--- src/hdl/spoc_pkg.sv ---
// Package for the stable pair order counter.
// Holds the item structs, the configuration register indexes and the internal stage types.
// No dependencies.
package spoc_pkg;

	localparam int CountWidth = 16;
	localparam int CfgIndexWidth = 3;
	localparam int CfgDataWidth = 16;

	localparam logic [CfgIndexWidth-1:0] REG_SOURCE_ROWS = 3'd0;
	localparam logic [CfgIndexWidth-1:0] REG_TARGET_ROWS = 3'd1;
	localparam logic [CfgIndexWidth-1:0] REG_STABLE_BOUND = 3'd2;
	localparam logic [CfgIndexWidth-1:0] REG_REVERSAL_BOUND = 3'd3;
	localparam logic [CfgIndexWidth-1:0] REG_REVERSE_MODE = 3'd4;

	typedef struct packed {
		logic               op;
		logic signed [31:0] first_value;
		logic signed [31:0] second_value;
		logic [15:0]        first_gene;
		logic [15:0]        second_gene;
		logic               last;
	} spoc_in_t;

	typedef struct packed {
		logic [15:0] higher_gene;
		logic [15:0] lower_gene;
		logic [15:0] source_count;
		logic [15:0] target_count;
	} spoc_out_t;

	typedef struct packed {
		logic [15:0] source_rows;
		logic [15:0] target_rows;
		logic [15:0] stable_bound;
		logic [15:0] reversal_bound;
		logic        reverse_mode;
	} spoc_cfg_t;

	// A sample after classification: which counter it raises, plus the pair and last flag.
	typedef struct packed {
		logic        inc_greater;
		logic        inc_less;
		logic [15:0] first_gene;
		logic [15:0] second_gene;
		logic        last;
	} spoc_smp_t;

	typedef struct packed {
		logic [CountWidth-1:0] greater;
		logic [CountWidth-1:0] less;
	} spoc_cnt_t;

endpackage

--- src/hdl/spoc_in_stage.sv ---
// Input register stage of the stable pair order counter.
// Compares the two values of a sample and registers the classified item.
// Depends on spoc_pkg.
module spoc_in_stage (
	input  logic                clk,
	input  logic                arst_n,
	input  logic                in_valid,
	output logic                in_ready,
	input  spoc_pkg::spoc_in_t  in_item,
	input  logic                reverse_mode,
	input  logic                adv,
	output logic                valid_s1,
	output spoc_pkg::spoc_smp_t smp_s1
);
	import spoc_pkg::*;

	logic      is_target;
	spoc_smp_t smp_d;

	assign in_ready = !valid_s1 || adv;
	assign is_target = reverse_mode && in_item.op;

	always_comb begin
		smp_d.inc_greater = !is_target && (in_item.first_value > in_item.second_value);
		smp_d.inc_less = is_target && (in_item.first_value < in_item.second_value);
		smp_d.first_gene = in_item.first_gene;
		smp_d.second_gene = in_item.second_gene;
		smp_d.last = in_item.last;
	end

	always_ff @(posedge clk or negedge arst_n) begin
		if (!arst_n) begin
			valid_s1 <= 1'b0;
		end else if (in_ready) begin
			valid_s1 <= in_valid;
		end
	end

	always_ff @(posedge clk) begin
		if (in_valid && in_ready) begin
			smp_s1 <= smp_d;
		end
	end

endmodule

--- src/hdl/spoc_counter.sv ---
// Saturating sample counters of the stable pair order counter.
// Gives the counts including the current item and clears them after the last item.
// Depends on spoc_pkg.
module spoc_counter #(
	parameter logic [15:0] CountCap = 16'd65535
) (
	input  logic                clk,
	input  logic                arst_n,
	input  logic                step,
	input  spoc_pkg::spoc_smp_t smp_s1,
	output spoc_pkg::spoc_cnt_t cnt
);
	import spoc_pkg::*;

	logic [CountWidth-1:0] greater_q;
	logic [CountWidth-1:0] less_q;

	always_comb begin
		cnt.greater = greater_q;
		cnt.less = less_q;
		if (smp_s1.inc_greater && greater_q < CountCap) begin
			cnt.greater = greater_q + 1'b1;
		end
		if (smp_s1.inc_less && less_q < CountCap) begin
			cnt.less = less_q + 1'b1;
		end
	end

	always_ff @(posedge clk or negedge arst_n) begin
		if (!arst_n) begin
			greater_q <= '0;
			less_q <= '0;
		end else if (step) begin
			if (smp_s1.last) begin
				greater_q <= '0;
				less_q <= '0;
			end else begin
				greater_q <= cnt.greater;
				less_q <= cnt.less;
			end
		end
	end

	// Counters are empty after each pair has been decided.
	a_clear_after_last: assert property (@(posedge clk) disable iff (!arst_n)
		(step && smp_s1.last) |=> (greater_q == '0 && less_q == '0))
		else $error("counters not cleared after last item");

	a_greater_cap: assert property (@(posedge clk) disable iff (!arst_n)
		greater_q <= CountCap)
		else $error("greater count above cap");

	a_less_cap: assert property (@(posedge clk) disable iff (!arst_n)
		less_q <= CountCap)
		else $error("less count above cap");

endmodule

--- src/hdl/spoc_decide.sv ---
// Decision logic and result register of the stable pair order counter.
// Orients a passing pair on its last item; holds it until it is taken.
// Depends on spoc_pkg.
module spoc_decide (
	input  logic                clk,
	input  logic                arst_n,
	input  logic                step,
	input  spoc_pkg::spoc_smp_t smp_s1,
	input  spoc_pkg::spoc_cnt_t cnt,
	input  spoc_pkg::spoc_cfg_t cfg,
	output logic                adv,
	output logic                out_valid,
	input  logic                out_ready,
	output spoc_pkg::spoc_out_t out_item
);
	import spoc_pkg::*;

	logic [15:0] g_comp;
	logic [15:0] l_comp;
	logic        fwd_ok;
	logic        rev_ok;
	logic        rows_ok;
	logic        emit;
	spoc_out_t   res;
	logic        out_valid_q;
	spoc_out_t   out_q;

	assign adv = !out_valid_q || out_ready;
	assign out_valid = out_valid_q;
	assign out_item = out_q;

	always_comb begin
		g_comp = (cfg.source_rows > cnt.greater) ? cfg.source_rows - cnt.greater : '0;
		l_comp = (cfg.target_rows > cnt.less) ? cfg.target_rows - cnt.less : '0;
		if (cfg.reverse_mode) begin
			rows_ok = (cfg.source_rows != '0) && (cfg.target_rows != '0);
			fwd_ok = (cnt.greater > cfg.stable_bound) && (cnt.less > cfg.reversal_bound);
			rev_ok = (g_comp > cfg.stable_bound) && (l_comp > cfg.reversal_bound);
		end else begin
			rows_ok = cfg.source_rows != '0;
			fwd_ok = cnt.greater > cfg.stable_bound;
			rev_ok = g_comp > cfg.stable_bound;
		end
		emit = smp_s1.last && rows_ok && (fwd_ok || rev_ok);
		if (fwd_ok) begin
			res.higher_gene = smp_s1.first_gene;
			res.lower_gene = smp_s1.second_gene;
			res.source_count = cnt.greater;
			res.target_count = cfg.reverse_mode ? cnt.less : '0;
		end else begin
			res.higher_gene = smp_s1.second_gene;
			res.lower_gene = smp_s1.first_gene;
			res.source_count = g_comp;
			res.target_count = cfg.reverse_mode ? l_comp : '0;
		end
	end

	always_ff @(posedge clk or negedge arst_n) begin
		if (!arst_n) begin
			out_valid_q <= 1'b0;
		end else if (step && emit) begin
			out_valid_q <= 1'b1;
		end else if (out_ready) begin
			out_valid_q <= 1'b0;
		end
	end

	always_ff @(posedge clk) begin
		if (step && emit) begin
			out_q <= res;
		end
	end

	// A fresh result always beats the stable bound that decided it.
	a_result_above_bound: assert property (@(posedge clk) disable iff (!arst_n)
		$rose(out_valid_q) |-> (out_q.source_count > $past(cfg.stable_bound)))
		else $error("result source count not above stable bound");

endmodule

--- src/hdl/stable_pair_order_counter.sv ---
// Stable pair order counter: counts ordered samples per gene pair and emits the oriented pair.
// Path: a last item passes the input register and then the result register before its result is offered.
// Throughput: one item per cycle while results are taken; a waiting result holds the input
// register, so the input stalls once that register is full.
// Reset: clears the configuration registers, both counters and all valid flags.
// Depends on spoc_pkg, spoc_in_stage, spoc_counter and spoc_decide.
module stable_pair_order_counter #(
	parameter int MAX_SAMPLES = 65535
) (
	input  logic                                 clk,
	input  logic                                 arst_n,
	input  logic                                 in_valid,
	output logic                                 in_ready,
	input  spoc_pkg::spoc_in_t                   in_item,
	output logic                                 out_valid,
	input  logic                                 out_ready,
	output spoc_pkg::spoc_out_t                  out_item,
	input  logic                                 cfg_we,
	input  logic [spoc_pkg::CfgIndexWidth-1:0]   cfg_index,
	input  logic [spoc_pkg::CfgDataWidth-1:0]    cfg_data
);
	import spoc_pkg::*;

	localparam logic [15:0] CountCap = (MAX_SAMPLES < 65535) ? 16'(MAX_SAMPLES) : 16'd65535;

	spoc_cfg_t cfg_q;
	logic      adv;
	logic      valid_s1;
	spoc_smp_t smp_s1;
	spoc_cnt_t cnt;
	logic      step;

	always_ff @(posedge clk or negedge arst_n) begin
		if (!arst_n) begin
			cfg_q <= '0;
		end else if (cfg_we) begin
			case (cfg_index)
				REG_SOURCE_ROWS:    cfg_q.source_rows <= cfg_data;
				REG_TARGET_ROWS:    cfg_q.target_rows <= cfg_data;
				REG_STABLE_BOUND:   cfg_q.stable_bound <= cfg_data;
				REG_REVERSAL_BOUND: cfg_q.reversal_bound <= cfg_data;
				REG_REVERSE_MODE:   cfg_q.reverse_mode <= cfg_data[0];
				default: begin
				end
			endcase
		end
	end

	assign step = valid_s1 && adv;

	spoc_in_stage u_in_stage (
		.clk          (clk),
		.arst_n       (arst_n),
		.in_valid     (in_valid),
		.in_ready     (in_ready),
		.in_item      (in_item),
		.reverse_mode (cfg_q.reverse_mode),
		.adv          (adv),
		.valid_s1     (valid_s1),
		.smp_s1       (smp_s1)
	);

	spoc_counter #(
		.CountCap (CountCap)
	) u_counter (
		.clk    (clk),
		.arst_n (arst_n),
		.step   (step),
		.smp_s1 (smp_s1),
		.cnt    (cnt)
	);

	spoc_decide u_decide (
		.clk       (clk),
		.arst_n    (arst_n),
		.step      (step),
		.smp_s1    (smp_s1),
		.cnt       (cnt),
		.cfg       (cfg_q),
		.adv       (adv),
		.out_valid (out_valid),
		.out_ready (out_ready),
		.out_item  (out_item)
	);

	// With the result register empty the input side never stalls.
	a_ready_when_free: assert property (@(posedge clk) disable iff (!arst_n)
		!out_valid |-> in_ready)
		else $error("input stalled with empty result register");

endmodule
--- config.mk ---
export PLATFORM = sky130hd
export DESIGN_NAME = stable_pair_order_counter
export DESIGN_NICKNAME = d
export VERILOG_FILES = /design/src/hdl/spoc_pkg.sv /design/src/hdl/spoc_in_stage.sv /design/src/hdl/spoc_counter.sv /design/src/hdl/spoc_decide.sv /design/src/hdl/stable_pair_order_counter.sv
export SDC_FILE = /design/constraint.sdc
export NUM_CORES = 1
export LEC_CHECK = 0
export CORE_ASPECT_RATIO = 1.2
export CORE_MARGIN = 3
export CORE_UTILIZATION = 25
export CTS_CLUSTER_DIAMETER = 120
export DETAILED_ROUTE_END_ITERATION = 10
export DONT_BUFFER_PORTS = 1
export PLACE_DENSITY = 0.38
export SETUP_SLACK_MARGIN = 0.4
export SLEW_MARGIN = 20
export SYNTH_ARGS = -nofsm -noshare
export SYNTH_HDL_FRONTEND = slang
export SYNTH_SLANG_ARGS = --single-unit
--- constraint.sdc ---
create_clock -name clk -period 13.07 [get_ports clk]
set_clock_uncertainty 0.05 [all_clocks]
set_input_delay 0 -clock clk [delete_from_list [all_inputs] [get_ports clk]]
set_output_delay 0 -clock clk [all_outputs]
set_load 0.1 [all_outputs]
======== Word level (Yosys, flattened, before mapping) ========
Index checks and enable logic that the tools add are counted.
storage, ports and cells
  register bits ........................... 198
  input bits .............................. 122
  output and inout port bits .............. 66
  word-level logic and storage cells ...... 78
operators by class
  add/sub/neg operators ................... 4
  $lt $le $gt $ge ......................... 10
  equal/unequal tests ..................... 4
  mux-type cells .......................... 14
  reduce and logical (&&, ||, !) cells .... 28
operators with widths
  operator               number
  $mux 16                8
  $gt 16x16->1           6
  $mux 64                1
  $add 16x1->16 const B  2
  $gt 32x32->1           1
  $lt 16x16->1 const B   2
  $lt 32x32->1           1
  $reduce_bool 16->1     2
  $sub 16x16->16         2
  $logic_and 1x1->1      13
  $reduce_and 2->1       5
  $eq 3x2->1 const B     2
  $mux 1                 5
  $eq 3x1->1 const B     1
  $eq 3x3->1 const B     1
  $logic_not 1->1        3
  $logic_not 3->1        1
  $logic_or 1x1->1       3
  $reduce_bool 2->1      1

======== Longest topological paths before layout ========
Gate-level depths: netlist of the first run.
  depth in word-level cells ............... 12
  depth in mapped cells ................... 30
  gate-level depth less buffers ........... 27

======== Modules after synthesis ========
Synthesis of the first run repeated with hierarchy kept, for this count alone.
unflattened totals
  cell total of the unflattened synthesis .. 1,265
  area total of the unflattened synthesis .. 13,410.4 sq um
by module, submodules not included
  module                     instances  cells an instance  area each (sq um)  seq. area each (sq um)
  spoc_decide                1          684                6,379.9            1,946.9
  stable_pair_order_counter  1          142                2,595.0            1,626.6
  spoc_counter               1          285                2,507.4            800.8
  spoc_in_stage              1          154                1,928.1            1,076.0

======== Worst setup path after synthesis of the first run ========
Ideal clock, no wire load.
  path type ............................... reg2reg
  start point ............................. register u_counter.less_q[0]
  end point ............................... register u_decide.out_q (netlist bit u_decide.out_item[0]) (enable)
  library setup time ...................... 0.565 ns
  data arrival time ....................... 9.113 ns
  required time ........................... 12.455 ns
  slack ................................... 3.343 ns
  stages on the path, launching flop included .. 28
  buffers on the path ..................... 1
  period minus slack after synthesis ...... 9.727 ns
  cells stage by stage .................... dfrtp_1 -> ha_1 -> nand3_1 -> or3_1 -> o31a_1 -> xnor2_1 -> inv_1 -> ha_1 -> fa_1 -> nor2b_1 -> o21a_1 -> o21ai_1 -> a211oi_1 -> nor3_1 -> o21ai_1 -> nand2_1 -> clkbuf_1 -> nor2b_1 -> ha_1 -> nand4_1 -> nor2_1 -> and2_1 -> a21oi_1 -> o21ai_0 -> nor2_1 -> and3b_1 -> a211oi_1 -> nor3_1
on the way
  longest elaborated chain between the ends .. 11
  elaborated cells between the ends (all ways) .. 16
  classes of those cells .................. add/sub (2); order compare (4); mux (4); reduce/logical (6)
RTL lines
  item                                                   line                text
  from (decl)                                            spoc_counter.sv:16  logic [CountWidth-1:0] less_q;
  from (signal assigned)                                 spoc_counter.sv:39  less_q <= cnt.less;
  $lt 16x16->1                                           spoc_counter.sv:24  if (smp_s1.inc_less && less_q < CountCap) begin
  $logic_and 1x1->1                                      spoc_counter.sv:24
  $mux 16 *                                              spoc_counter.sv:24
  $sub 16x16->16 / $gt 16x16->1 (equally long branches)  spoc_decide.sv:34   l_comp = (cfg.target_rows > cnt.less) ? cfg.target_rows - cnt.less : '0;
  $mux 16                                                spoc_decide.sv:34
  $gt 16x16->1                                           spoc_decide.sv:38   rev_ok = (g_comp > cfg.stable_bound) && (l_comp > cfg.reversal_bound);
  $logic_and 1x1->1                                      spoc_decide.sv:38
  $mux 1                                                 spoc_decide.sv:35   if (cfg.reverse_mode) begin
  $logic_or 1x1->1 *                                     spoc_decide.sv:44   emit = smp_s1.last && rows_ok && (fwd_ok || rev_ok);
  $logic_and 1x1->1 *                                    spoc_decide.sv:44
  $logic_and 1x1->1 *                                    spoc_decide.sv:69   if (step && emit) begin
  to (signal assigned)                                   spoc_decide.sv:70   out_q <= res;
  to (decl)                                              spoc_decide.sv:26   spoc_out_t out_q;
Mark *: on every way between the ends. The rest lies on a longest branch, timed or not.
A chain may end at the register's enable or synchronous reset.

======== Final worst setup path of the first run ========
  start point ............................. register u_counter.less_q[0]
  end point ............................... register u_decide.out_q (netlist bit u_decide.out_item[37]) (enable)
Same word-level chain as after synthesis.

==> results of run 1 <==
state kept, by name, indices dropped and copies added, names as in the netlist:
name	flops
u_in_stage.valid_s1	1
u_decide.out_item	64
u_counter.less_q	16
cfg_q	65
u_counter.greater_q	16
u_decide.out_valid	1
u_in_stage.smp_s1	35
where the power goes:
part / total, uW / switching (uW) / leakage, uW / internal, uW
sequential: 1030 / 263 / 0.00218 / 767
clock: 584 / 262 / 0.000297 / 322
combinational: 834 / 472 / 0.00385 / 362
total: 2450 / 997 / 0.00633 / 1450
layer usage:
layer,global-route usage,vias to the layer above
met3,0.0325,34
met5,0,-
li1,-,4570
met2,0.254,151
met1,0.182,4497
met4,0.0454,0
cells by family (layout without fill, tap and decap cells):
kind of cell / Yosys count / in the layout / synth area share
and+or+nand+nor: 343 / 343 / 0.142
muxes: 96 / 96 / 0.0859
AOI/OAI and AO/OA: 249 / 249 / 0.129
buffers and inverters: 150 / 243 / 0.0460
adders and majority gates: 132 / 132 / 0.130
other: 0 / 1 / 0
xor gates and xnor gates: 56 / 56 / 0.0391
DFF: 198 / 198 / 0.428
synthesized netlist by cell type, types with 3 or more instances:
| master | count |
|---|---|
| and3_1 | 14 |
| inv_1 | 109 |
| inv_2 | 3 |
| o21bai_1 | 5 |
| and2_4 | 4 |
| xnor2_1 | 31 |
| nand3b_1 | 6 |
| ha_1 | 129 |
| or2_2 | 6 |
| mux2_2 | 88 |
| nand2b_1 | 21 |
| and4_1 | 3 |
| a31oi_1 | 4 |
| a21o_1 | 32 |
| o21ai_1 | 3 |
| o31ai_1 | 7 |
| a21oi_1 | 57 |
| xor2_1 | 24 |
| nor4_1 | 10 |
| mux2i_1 | 5 |
| dfrtp_1 | 99 |
| a311oi_2 | 3 |
| o21ai_0 | 85 |
| nand2_1 | 91 |
| a211oi_1 | 6 |
| a211o_1 | 3 |
| nand4_1 | 29 |
| o211ai_1 | 3 |
| and2_1 | 11 |
| or3b_2 | 3 |
| nor2_1 | 57 |
| o21a_1 | 13 |
| or3_1 | 3 |
| nand3_1 | 29 |
| nor2b_1 | 20 |
| buf_2 | 3 |
| nor3_1 | 20 |
| clkbuf_1 | 30 |
| edfxtp_1 | 99 |
repair_timing:
item / 4_1_cts / 5_1_grt
hold buffers: 88 / 0
buffers inserted: 0 / 0
hold endpoints to repair: 200 / 0
layout make-up:
class / instances / area, um2
Tap cell: 637 / 797
Clock inverter: 14 / 195
Timing Repair Buffer: 97 / 966
Fill cell: 5112 / 34800
Multi-Input combinational cell: 876 / 6760
Antenna cell: 1 / 2.50
Inverter: 114 / 428
Clock buffer: 18 / 429
Sequential cell: 198 / 5450
worst min-delay path by stage:
stage,from,endpoint,slack (ns),cells after the start
2_1_floorplan,arst_n,cfg_q[0]$_DFFE_PN0P_,-0.35,0
3_3_place_gp,arst_n,cfg_q[51]$_DFFE_PN0P_,-0.34,0
3_5_place_dp,arst_n,cfg_q[51]$_DFFE_PN0P_,-0.34,0
4_1_cts,cfg_index[0],cfg_q[3]$_DFFE_PN0P_,0.008,3
5_1_grt,out_ready,u_decide.out_valid$_DFFE_PN0P_,0.003,2
6_report,arst_n,cfg_q[21]$_DFFE_PN0P_,0.006,2
per-stage QoR:
step                      setup WS, ns  cells  utilization
after global placement            4.99   1834        0.271
after CTS                         5.01   1954        0.302
after global routing              4.49   1954        0.302
after floorplan                   3.34   1224            -
after detailed placement          5.07   1834        0.271
final                             4.90   1955        0.302
==> flow_summary.json, run 1 <==
{
  "cp.required_ns": 13.17,
  "synthesis.yosys.warnings": 0,
  "cp-end-kind": "flip-flop",
  "cts_buffers": 17,
  "final_cell_mix": "ha_1 (129), inv_1 (109), dfrtp_1 (99), edfxtp_1 (99), nand2_1 (91)",
  "criticalPathCategory": "reg2reg",
  "pin_count": 188,
  "max_freq_ghz": 0.122,
  "routed-wl-met2_um": 19500,
  "place_area_um2": 13500,
  "ys_seq_area_frac": 0.428,
  "die-width_um": 212,
  "power_density_nw_per_um2": 163,
  "slew_violations": 0,
  "period_needed_ns": 8.17,
  "cts_tree": "done",
  "cpMostUsedCell": "a211oi_1",
  "worst-r2r-cell-count": 27,
  "synthToLayoutAreaGrowth_pct": 18.0,
  "wl_met3_um": 1360,
  "top_layer": "met4",
  "drc": 0,
  "worstSkewPairLatency_ns": 0.49,
  "synth_area_um2": 12700,
  "fin_hold_ws_ns": 0.00585,
  "num_vias": 9252,
  "hp-class": "in2async",
  "grt_overflow": 0,
  "drt_pass1_iterations": 5,
  "cts_resized": 0,
  "synth.largest_area_cell": "edfxtp_1",
  "critical_path.top_delay_family": "compound AO/OA/AOI/OAI gates",
  "reg2reg_from": "u_counter.less_q[0]$_DFFE_PN0P_",
  "cp_max_fo": 48,
  "antenna_found_initial": 1,
  "tightest_slew_ns": 1.15,
  "hpwlAfterDp_um": 29700,
  "synthTopCellsByArea": "edfxtp_1 (23%), dfrtp_1 (19%), ha_1 (13%), mux2_2 (7.8%), o21ai_0 (3.3%)",
  "die_y_um": 253,
  "total_leakage_power_uw": 0.00633,
  "placementRows": 89,
  "finalPower_uw": 2450,
  "cp.depth": 27,
  "cpMaxStageDelayCell": "a211oi_1",
  "core_um2": 49800,
  "drive_gt1_frac": 0.133,
  "hold_viol": 0,
  "cts_buffer_depth": 2,
  "arrival_ns": 8.27,
  "syn_inst": 1224,
  "maxCapViolations": 0,
  "dieArea_um2": 53700,
  "syn_avg_cell_area_um2": 10.4,
  "synthesis.nets": 1476,
  "max-vdd-ir-drop_mv": 0.0754,
  "wl_um": 38900,
  "timing.final.crit_share": 0.625,
  "max_stage_delay_ns": 0.70,
  "stdcell_area_um2": 15000,
  "reg2reg_slack_ns": 4.90,
  "met1Wirelength_um": 17300,
  "cp.buffers_inverters": 2,
  "initial_core_util": 0.256,
  "cts.clk_slew.worst_paths_ns": 0.08,
  "htreeDepth": 4,
  "synth_ff_type": "edfxtp_1",
  "cts_sinks": 198,
  "grt_use_total": 0.147,
  "setup_violations": 0,
  "grt_pass1_vias": 9640,
  "synth_edf_count": 99,
  "avgRoutedWirePerCell_um": 19.9,
  "grt_pass1_wl_um": 59100,
  "status": "completed",
  "slew_headroom": 0.231,
  "crit_start": "u_counter.less_q[0]$_DFFE_PN0P_",
  "drtIter0Drc": 443,
  "final_common_cell": "ha_1",
  "portBuffers": 0,
  "grt_max_degree": 100,
  "grt_setup_unrepaired": "no",
  "critPathLaunchType": "flip-flop",
  "avgViaCountPerCell": 4.73,
  "setup_tns_ns": 0,
  "ys_seq_elements": 198,
  "reg2reg_to": "u_decide.out_item[37]$_DFFE_PP_",
  "cts_root_buf": "clkbuf_16",
  "postRouteAntennaNets": 0,
  "nets": 1556,
  "endpoint": "u_decide.out_item[37]$_DFFE_PP_",
  "gp_congestion": 0.830,
  "postSynth.asyncResetShare": 0.500,
  "synth_top_area_frac": 0.233,
  "ys_types": 84
}
Note: power is estimated with default switching activity, not from simulation.
==> inputs of run 2 (changes only) <==
Settings changed: PLACE_DENSITY 0.38 to 0.4.
Clock period 13.07 ns to 6.55 ns, I/O delays scaled along.
==> flow_summary.json, run 2 (synthesized netlist as in run 1, its figures left out) <==
{
  "die_y_um": 253,
  "dieArea_um2": 53700,
  "largest_reg_flops": 65,
  "slew_violations": 0,
  "cts_buffers": 17,
  "setup_violations": 0,
  "status": "completed",
  "criticalPathCategory": "reg2reg",
  "cts_tree": "done",
  "finalPower_uw": 5180,
  "cts_root_buf": "clkbuf_16",
  "arrival_ns": 6.32,
  "grt_pass1_vias": 10200,
  "endpoint": "u_decide.out_item[0]$_DFFE_PP_",
  "reg2reg_from": "u_counter.less_q[0]$_DFFE_PN0P_",
  "cpMaxStageDelayCell": "o31a_1",
  "drt_pass1_iterations": 5,
  "total_leakage_power_uw": 0.00701,
  "reg2reg_slack_ns": 0.40,
  "drc": 0,
  "maxCapViolations": 0,
  "crit_start": "u_counter.less_q[0]$_DFFE_PN0P_",
  "place_ws_ns": -0.0422,
  "tightest_slew_ns": 1.15,
  "min_from": "in_item[96]",
  "max-vdd-ir-drop_mv": 0.216,
  "grt_overflow": 0,
  "cts_sinks": 198,
  "grt_pass1_wl_um": 60600,
  "cp.buffers_inverters": 5,
  "grt_max_degree": 100,
  "fill_cells": 5064,
  "initial_core_util": 0.256,
  "core_um2": 49800,
  "grt_use_total": 0.149,
  "wl_um": 40400,
  "cp.depth": 29,
  "fin_ws_ns": 0.401,
  "grt_setup_unrepaired": "yes",
  "gp_congestion": 0.819,
  "reg2reg_to": "u_decide.out_item[0]$_DFFE_PP_",
  "power_density_nw_per_um2": 313,
  "synthToLayoutAreaGrowth_pct": 30.0,
  "final_common_cell": "buf_4",
  "hold_viol": 0,
  "fin_hold_ws_ns": 0.00550,
  "slew_headroom": 0.230,
  "htreeDepth": 4,
  "cts.clk_slew.worst_paths_ns": 0.07,
  "period_needed_ns": 6.15,
  "worstSkewPairLatency_ns": 0.46,
  "pin_count": 188,
  "avgViaCountPerCell": 4.75,
  "die-width_um": 212,
  "cts_buffer_depth": 2,
  "hp-class": "in2reg",
  "portBuffers": 0,
  "max_stage_delay_ns": 0.41,
  "drtIter0Drc": 453,
  "cpMostUsedCell": "a211oi_2",
  "max_freq_ghz": 0.163,
  "critical_path.top_delay_family": "compound AO/OA/AOI/OAI gates",
  "placementRows": 89,
  "antenna_found_initial": 1,
  "top_register": "cfg_q",
  "critPathLaunchType": "flip-flop",
  "cp-end-kind": "flip-flop",
  "setup_tns_ns": 0,
  "hpwlAfterDp_um": 30500,
  "final_cell_mix": "buf_4 (117), ha_1 (116), inv_1 (107)",
  "worst-r2r-cell-count": 29,
  "timing.final.crit_share": 0.939,
  "avgRoutedWirePerCell_um": 19.4,
  "nets": 1679,
  "num_vias": 9863,
  "postRouteAntennaNets": 0,
  "cp_max_fo": 8,
  "cp.required_ns": 6.72,
  "drive_gt1_frac": 0.261
}
run 2: cell types whose count changed in the layout (fill, tap and decap cells not counted), sizes merged, moves of 2 or more:
cell and change:
buf +116, clkbuf +8, bufinv -3, clkinvlp -3, dlygate4sd3 +3, clkinv +2
run 2: metal layers:
layer	global-route usage	wire [um]
met3	0.0327	1560
met4	0.0404	822
met5	0	0
met1	0.184	17700
met2	0.260	20400
run 2: area by class of cell:
type,instances,area (um2),share of cell area
clock buffer,23,490,0.0296
inverter,114,428,0.0258
clock inverter,9,90.1,0.00544
tap,637,797,0.0481
timing repair buffer,219,2030,0.123
sequential,198,5460,0.330
multi-input combinational,877,7260,0.439
antenna,1,2.50,0.000151
run 2: power by group:
part | switching, uW | internal, uW
registers | 515 | 1530
clock network | 494 | 573
logic | 1080 | 996
run 2: per-stage QoR:
| step | utilization | cells | cell area [um2] |
|---|---|---|---|
| final | 0.333 | 2078 | 16600 |
| after global routing | 0.333 | 2077 | 16600 |
| after CTS | 0.321 | 2046 | 16000 |
| after detailed placement | 0.285 | 1903 | 14200 |
| after global placement | 0.285 | 1903 | 14200 |
| after floorplan | - | 1224 | 12900 |
run 2: repair_timing:
action,CTS,global route
pin swaps,25,41
endpoints found under the setup margin,65,65
hold buffers,91,0
endpoints found under the hold margin,201,0
gates resized for setup,33,48
gates cloned,0,6
setup buffers,20,25
run 2: worst register-to-register path: cells and delay by family (launching register included):
family | cells | cell delay, ns
AOI/OAI and AO/OA | 11 | 2.30
and+or+nand+nor | 8 | 1.17
buffers and inverters | 5 | 0.81
DFF | 1 | 0.36
xor gates and xnor gates | 1 | 0.21
adders and majority gates | 4 | 1.02
run 2: how the worst min path moves through the flow:
stage | endpoint | slack [ns] | cells after the start
floorplan | cfg_q[0]$_DFFE_PN0P_ | -0.35 | 0
detailed placement | cfg_q[20]$_DFFE_PN0P_ | -0.34 | 0
global route | u_in_stage.smp_s1[34]$_DFFE_PP_ | 0.06 | 3
CTS | u_in_stage.smp_s1[34]$_DFFE_PP_ | 0.008 | 3
finish | u_in_stage.smp_s1[34]$_DFFE_PP_ | 0.005 | 3
global placement | cfg_q[51]$_DFFE_PN0P_ | -0.34 | 0
==> inputs of run 3 (changes only) <==
Settings changed: PLACE_DENSITY 0.4 to 0.38.
Clock period 6.55 ns to 6.5 ns, I/O delays scaled along.
==> flow_summary.json, run 3 (synthesized netlist as in run 1, its figures left out) <==
{
  "nets": 1685,
  "period_needed_ns": 6.13,
  "cts_buffers": 17,
  "drt_pass1_iterations": 4,
  "cpMostUsedCell": "a211oi_2",
  "grt_max_degree": 100,
  "max-vdd-ir-drop_mv": 0.184,
  "worstSkewPairLatency_ns": 0.50,
  "critPathLaunchType": "flip-flop",
  "avgRoutedWirePerCell_um": 20.0,
  "die-width_um": 212,
  "grtUsageMet2": 0.270,
  "antennaDiodeCount": 0,
  "cts_buffer_depth": 2,
  "core_um2": 49800,
  "initial_core_util": 0.256,
  "drc": 0,
  "cts_tree": "done",
  "hp-class": "in2async",
  "cp.buffers_inverters": 4,
  "tightest_slew_ns": 1.17,
  "grt_pass1_vias": 10400,
  "maxCapViolations": 0,
  "power_density_nw_per_um2": 317,
  "place_area_um2": 14200,
  "cp-end-kind": "flip-flop",
  "die_y_um": 253,
  "pin_count": 188,
  "hold_viol": 0,
  "antenna_found_initial": 0,
  "postRouteAntennaNets": 0,
  "met1_usage": 0.190,
  "final_cell_mix": "ha_1 (118), buf_4 (116), inv_1 (107)",
  "cts.clk_slew.worst_paths_ns": 0.08,
  "grt_setup_unrepaired": "yes",
  "placementRows": 89,
  "arrival_ns": 6.29,
  "grt.busiest_layer": "met2",
  "grt_overflow": 0,
  "cts_root_buf": "clkbuf_16",
  "max_stage_delay_ns": 0.41,
  "grt_use_total": 0.156,
  "hpwlAfterDp_um": 31500,
  "cts_sinks": 198,
  "timing.final.crit_share": 0.943,
  "criticalPathCategory": "reg2reg",
  "grt_pass1_wl_um": 62800,
  "dieArea_um2": 53700,
  "status": "completed",
  "fill_cells": 5070,
  "drive_gt1_frac": 0.263,
  "slew_violations": 0,
  "htreeDepth": 4,
  "gr-usage-met3": 0.0307,
  "slew_headroom": 0.220,
  "max_freq_ghz": 0.163,
  "critical_path.top_delay_family": "compound AO/OA/AOI/OAI gates",
  "num_vias": 9808,
  "place_ws_ns": -0.0445,
  "largest_reg_flops": 65,
  "placed_cells": 1912,
  "synthToLayoutAreaGrowth_pct": 30.6,
  "drtIter0Drc": 384,
  "stdcell_area_um2": 16600,
  "cp_max_fo": 8,
  "final_common_cell": "ha_1",
  "total_leakage_power_uw": 0.00703,
  "gp_congestion": 0.862,
  "avgViaCountPerCell": 4.71,
  "cp.required_ns": 6.66,
  "portBuffers": 0,
  "top_register": "cfg_q",
  "cpMaxStageDelayCell": "dfrtp_1",
  "fin_ws_ns": 0.371,
  "setup_violations": 0,
  "wl_um": 41600,
  "instances_no_fill": 2083
}
==> run 3: layout make-up <==
type | count | area [um2] | share of cell area
multi-input cells | 877 | 7290 | 0.438
flip-flops and latches | 198 | 5450 | 0.328
repair buffers | 225 | 2090 | 0.126
well taps | 637 | 797 | 0.0479
clock buffers | 22 | 497 | 0.0299
inverters | 114 | 428 | 0.0257
clock inverters | 10 | 77.6 | 0.00467
==> run 3: worst paths after layout <==
kind                                                 startpoint                              to  slack [ns]  depth (start not counted)
worst max-delay path            u_counter.less_q[0]$_DFFE_PN0P_  u_decide.out_item[5]$_DFFE_PP_        0.37                         29
worst min-delay path                                     arst_n           cfg_q[19]$_DFFE_PN0P_       0.002                          2
worst max register to register  u_counter.less_q[0]$_DFFE_PN0P_  u_decide.out_item[5]$_DFFE_PP_        0.37                         29
worst min register to register            cfg_q[14]$_DFFE_PN0P_           cfg_q[14]$_DFFE_PN0P_        0.46                          1
max in group asynchronous                                arst_n           cfg_q[46]$_DFFE_PN0P_        5.90                          2
min in group clk                                   cfg_index[0]            cfg_q[4]$_DFFE_PN0P_        0.01                          2
==> run 3: metal layers <==
layer | share of wire | routed length, um
met1 | 0.43 | 18100
met2 | 0.51 | 21100
met3 | 0.031 | 1310
met4 | 0.029 | 1190
met5 | 0 | 0
==> run 3: metrics by stage <==
stage / util / power (uW) / TNS [ns] / hold WS (ns)
floorplan: - / 3260 / -8.48 / -0.346
global route: 0.334 / 5620 / 0 / 0.00562
CTS: 0.328 / 5220 / 0 / 0.0342
detailed placement: 0.286 / 3880 / -1.80 / -0.339
global placement: 0.286 / 3890 / 0 / -0.338
finish: 0.334 / 5270 / 0 / 0.00167
==> run 3: timing repair <==
action	4_1_cts	5_1_grt
pin swaps	37	36
setup buffers	29	9
gates cloned	1	5
hold buffers	94	0
endpoints found under the setup margin	65	65
gates resized for setup	53	28
hold endpoints to repair	202	0
==> run 3: power breakdown <==
group	total [uW]	switching [uW]	internal [uW]
sequential	2070	533	1540
combinational	2110	1090	1010
clock	1090	536	553
